--- src/hw/rtl/csm_pkg.sv ---
`default_nettype none

package csm_pkg;

  // fixed field widths
  localparam int FUNC_W = 2;
  localparam int IDX_W  = 10;
  localparam int VAL_W  = 32;
  localparam int ROW_W  = 16;
  localparam int ACC_W  = 48;
  localparam int FRAC_W = 16;

  // default sizing
  localparam int VECTOR_DEPTH_DEF = 1024;
  localparam int MAX_ROWS_DEF     = 65536;

  // item function codes
  localparam logic [FUNC_W-1:0] FUNC_LOAD  = 2'd0;
  localparam logic [FUNC_W-1:0] FUNC_NZ    = 2'd1;
  localparam logic [FUNC_W-1:0] FUNC_EMPTY = 2'd2;

  // scale after reset, 1.0 in q16.16
  localparam logic signed [VAL_W-1:0] SCALE_RESET = 32'sd65536;

  // controller to datapath
  typedef struct packed {
    logic capture;  // latch nonzero operands, read vector store
    logic load;     // write vector store, clear row state
    logic mul_nz;   // value times vector element
    logic acc_add;  // round product into accumulator
    logic mul_lo;   // low accumulator half times scale
    logic mul_hi;   // high accumulator half times scale
    logic emit;     // finish row into output register
  } cmd_t;

  // datapath to controller
  typedef struct packed {
    logic out_hold; // output register full and stalled
  } sts_t;

endpackage

`default_nettype wire

--- src/hw/rtl/csm_ctrl.sv ---
`default_nettype none

module csm_ctrl import csm_pkg::*; (
  input  wire logic              clk,
  input  wire logic              rst_n,
  input  wire logic              in_valid,
  input  wire logic [FUNC_W-1:0] in_func,
  input  wire logic              in_row_end,
  output logic                   in_stall,
  input  wire sts_t              sts,
  output cmd_t                   cmd
);

  localparam logic [2:0] ST_IDLE = 3'd0;
  localparam logic [2:0] ST_MUL  = 3'd1;
  localparam logic [2:0] ST_ACC  = 3'd2;
  localparam logic [2:0] ST_FLO  = 3'd3;
  localparam logic [2:0] ST_FHI  = 3'd4;
  localparam logic [2:0] ST_EMIT = 3'd5;

  logic [2:0] state_r, state_nxt;
  logic       row_end_r, row_end_nxt;
  logic       accept;

  assign in_stall = (state_r != ST_IDLE);
  assign accept   = in_valid && (state_r == ST_IDLE);

  always_comb begin
    state_nxt   = state_r;
    row_end_nxt = row_end_r;
    cmd         = '0;
    unique case (state_r)
      ST_IDLE: begin
        if (accept) begin
          unique case (in_func)
            FUNC_LOAD: cmd.load = 1'b1;
            FUNC_NZ: begin
              cmd.capture = 1'b1;
              row_end_nxt = in_row_end;
              state_nxt   = ST_MUL;
            end
            FUNC_EMPTY: state_nxt = ST_FLO;
            default: ; // unused code, item dropped
          endcase
        end
      end
      ST_MUL: begin
        cmd.mul_nz = 1'b1;
        state_nxt  = ST_ACC;
      end
      ST_ACC: begin
        cmd.acc_add = 1'b1;
        state_nxt   = row_end_r ? ST_FLO : ST_IDLE;
      end
      ST_FLO: begin
        cmd.mul_lo = 1'b1;
        state_nxt  = ST_FHI;
      end
      ST_FHI: begin
        cmd.mul_hi = 1'b1;
        state_nxt  = ST_EMIT;
      end
      ST_EMIT: begin
        if (!sts.out_hold) begin
          cmd.emit  = 1'b1;
          state_nxt = ST_IDLE;
        end
      end
      default: state_nxt = ST_IDLE;
    endcase
  end

  always_ff @(posedge clk) begin
    if (!rst_n) begin
      state_r   <= ST_IDLE;
      row_end_r <= 1'b0;
    end else begin
      state_r   <= state_nxt;
      row_end_r <= row_end_nxt;
    end
  end

endmodule

`default_nettype wire

--- config.mk ---
export PLATFORM = sky130hd
export DESIGN_NAME = csm_ctrl
export DESIGN_NICKNAME = d
export VERILOG_FILES = /design/src/hw/rtl/csm_pkg.sv /design/src/hw/rtl/csm_ctrl.sv
export SDC_FILE = /design/constraint.sdc
export NUM_CORES = 1
export LEC_CHECK = 0
export BUFFER_PORTS_ARGS = -buffer_cell sky130_fd_sc_hd__buf_2
export CAP_MARGIN = 20
export CORE_AREA = 2 2 39 41
export CTS_CLUSTER_DIAMETER = 80
export DETAILED_ROUTE_END_ITERATION = 8
export DIE_AREA = 0 0 41 43
export PLACE_DENSITY = 0.48
export SLEW_MARGIN = 20
export SYNTH_ARGS = -nofsm -noshare
export SYNTH_HDL_FRONTEND = slang
export SYNTH_SLANG_ARGS = --single-unit
--- constraint.sdc ---
create_clock -name clk -period 3.54 [get_ports clk]
set_input_delay 0.354 -clock clk [delete_from_list [all_inputs] [get_ports clk]]
set_output_delay 0.354 -clock clk [all_outputs]
set_load 0.01 [all_outputs]
==> results.txt <==
# DRC -> 0
die width -> 41 um
total CTS buffers -> 3
Die Ht -> 43 um
critical path peak fanout -> 8
critical-path cell list -> or3_4, nor4b_2, buf_2
Area growth syn-to-layout -> 38.91%
crit path time final -> 1.796 ns
FMAX -> 556.7 MHz
# Max-Cap Violations -> 0
Crit Path Class -> flop to output pin
CP top delay family -> simple AND/OR/NAND/NOR gates
row count -> 14
WP buf/inv -> 1
setup violators final -> 0
DP HPWL -> 460.2 um
post-synth cell types -> 19
Gates resized, CTS repair -> 0
top cells by area, synth -> dfxtp_1 29%, nand2_1 8.1%, nor3b_1 8.1%, nor4b_2 5.4%, o21a_1 5.4%
met1 wire length -> 248 um
Core ar. -> 1384 um2
HP Class -> primary input to flop
area leader, netlist -> dfxtp_1
Worst-Margin Slew -> 0.2934 ns
Post-Syn Nets -> 41
fin nets -> 59
number of synthesized flops with an enable pin -> 0
gr usage total -> 7.623%
Max Slew Vio Count -> 0
first-pass GRT wire length -> 903 um
crit path capture type -> output pin
largest net degree at the start of global routing -> 11
sum of negative setup slack -> 0 ns
slew margin rel. -> 80.41%
vias per inst -> 4.258
Tot Pwr -> 0.2080 mW
Clock Skew -> 0.0005706 ns
worst endpoint required time -> 3.19 ns
# IOs -> 15
hold buffers post-CTS -> 0
clock sink total -> 4
Starting DRT DRC Count -> 0
vias in the first global route -> 247
pwr dens -> 541.4 nW/um2
routed length per instance -> 8.591 um
Synth top area share -> 28.96%
CTS tree -> done
die area -> 1763 um2
asr flop ratio synth -> 0%
Hold Fails Final Rpt -> 0
clock root buffer master -> clkbuf_4
Post-Route WL -> 567 um
CP max-delay cell -> or3_4
R2R Setup Slk -> 2.32 ns
initial antenna violation count -> 0
grt ovf -> 0
met2 WL -> 295 um
top layer used by detailed routing -> met3
n_diodes -> 0
post-route ant nets -> 0
cell area after synthesis -> 276.5 um2
fraction of layout cells with a size suffix above 1 -> 40.00%
GPL Wtd Cong -> 0.6219
First-pass DRT Iterations -> 1
CTS H-tree depth -> 1
Cells after Synth -> 34
status -> finished clean
synth warn -> 0
main flop type after synthesis -> dfxtp_1
synth cell count leaders -> 6 x nand2_1, 4 x dfxtp_1, 3 x nor2_1, 3 x nor3b_1
Worst EP arrival -> 1.44 ns
RSZ-0062 raised after global routing -> false
Avg Synthesized Cell Area -> 8.133 um2
Max Root-Sink Buffers -> 2
Met3 Routed Length -> 23 um
fill count -> 167
Tcrit/Tclk final -> 50.74%
Seq cells post-synth -> 4
Vias -> 281
Critical Path Max Stage Delay -> 0.45 ns
postcts setup bufs -> 0
Startpoint Class -> flop
worst vdd ir -> 156.5 uV
PortBufs -> 14
later-pin clock latency in the skew report -> 0.23 ns
Leakage -> 0.1764 nW
post-synthesis sequential area ratio -> 28.96%
Clock transition at path regs -> 0.03 ns
most common cell in the synthesized netlist -> nand2_1
Initial Util -> 19.98%
[metal layers]
metal,up-vias,global-route usage (%)
li1,154,-
met1,124,9.295
met2,3,10.94
met3,0,1.571
met4,0,6.000
met5,-,0
[metrics by stage]
stage	hold slack (ns)	utilization, %	area, um2	cells	setup slack (ns)
2_1_floorplan	0.4352	-	276.5	34	2.029
3_3_place_gp	0.4566	26.13	361.6	63	1.995
3_5_place_dp	0.4627	26.13	361.6	63	1.977
4_1_cts	0.3737	27.76	384.1	66	1.723
5_1_grt	0.3974	27.76	384.1	66	1.649
6_report	0.3804	27.76	384.1	66	1.744
[worst register-to-register path, stage by stage (launching register included)]
cell       delay (ns)
dfxtp_1          0.37
or3_4            0.45
o2bb2ai_1        0.15
nor4bb_1         0.13
[path summary, 6_finish.rpt]
path	end	depth (start not counted)	from
max	cmd[5]	3	state_r[2]
min	row_end_r	3	in_row_end
max reg2reg	state_r[1]	3	state_r[2]
min reg2reg	row_end_r	2	row_end_r
[power by group]
part / internal (mW) / leakage [nW] / switching [mW] / total [mW]
registers: 0.0539 / 0.0326 / 0.0166 / 0.0705
logic: 0.0445 / 0.130 / 0.0393 / 0.0838
clock network: 0.0377 / 0.0138 / 0.0159 / 0.0537
total: 0.136 / 0.176 / 0.0718 / 0.208
[layout by cell type (no fill, tap or decap), drive strengths merged]
cell type,count
a21oi,2
buf,14
clkbuf,3
dfxtp,4
inv,1
mux2i,1
nand2,6
nand2b,2
nand3b,1
nor2,4
nor2b,1
nor3,1
nor3b,3
nor4b,1
nor4bb,1
o21a,2
o2bb2ai,1
or3,1
xnor2,1
[logic make-up after synthesis]
family	after synthesis	share of synthesized area, %
AOI/OAI and AO/OA	5	12.22
xor gates and xnor gates	1	3.168
buffers and inverters	2	3.164
and+or+nand+nor	21	48.87
DFF	4	28.96
muxes	1	3.620
[cell type report]
type	count	area (um2)	area share [%]
Multi-Input combinational cell	28	187.7	48.86
Sequential cell	4	80.08	20.85
Inverter	1	3.754	0.9772
Tap cell	16	20.02	5.212
Timing Repair Buffer	14	70.07	18.24
Clock buffer	3	22.52	5.863
[flip-flops by register name, indices dropped and copies added, names as in the netlist]
signal and cells:
row_end_r 1, state_r 3
Power figures use the tool's default switching activity.
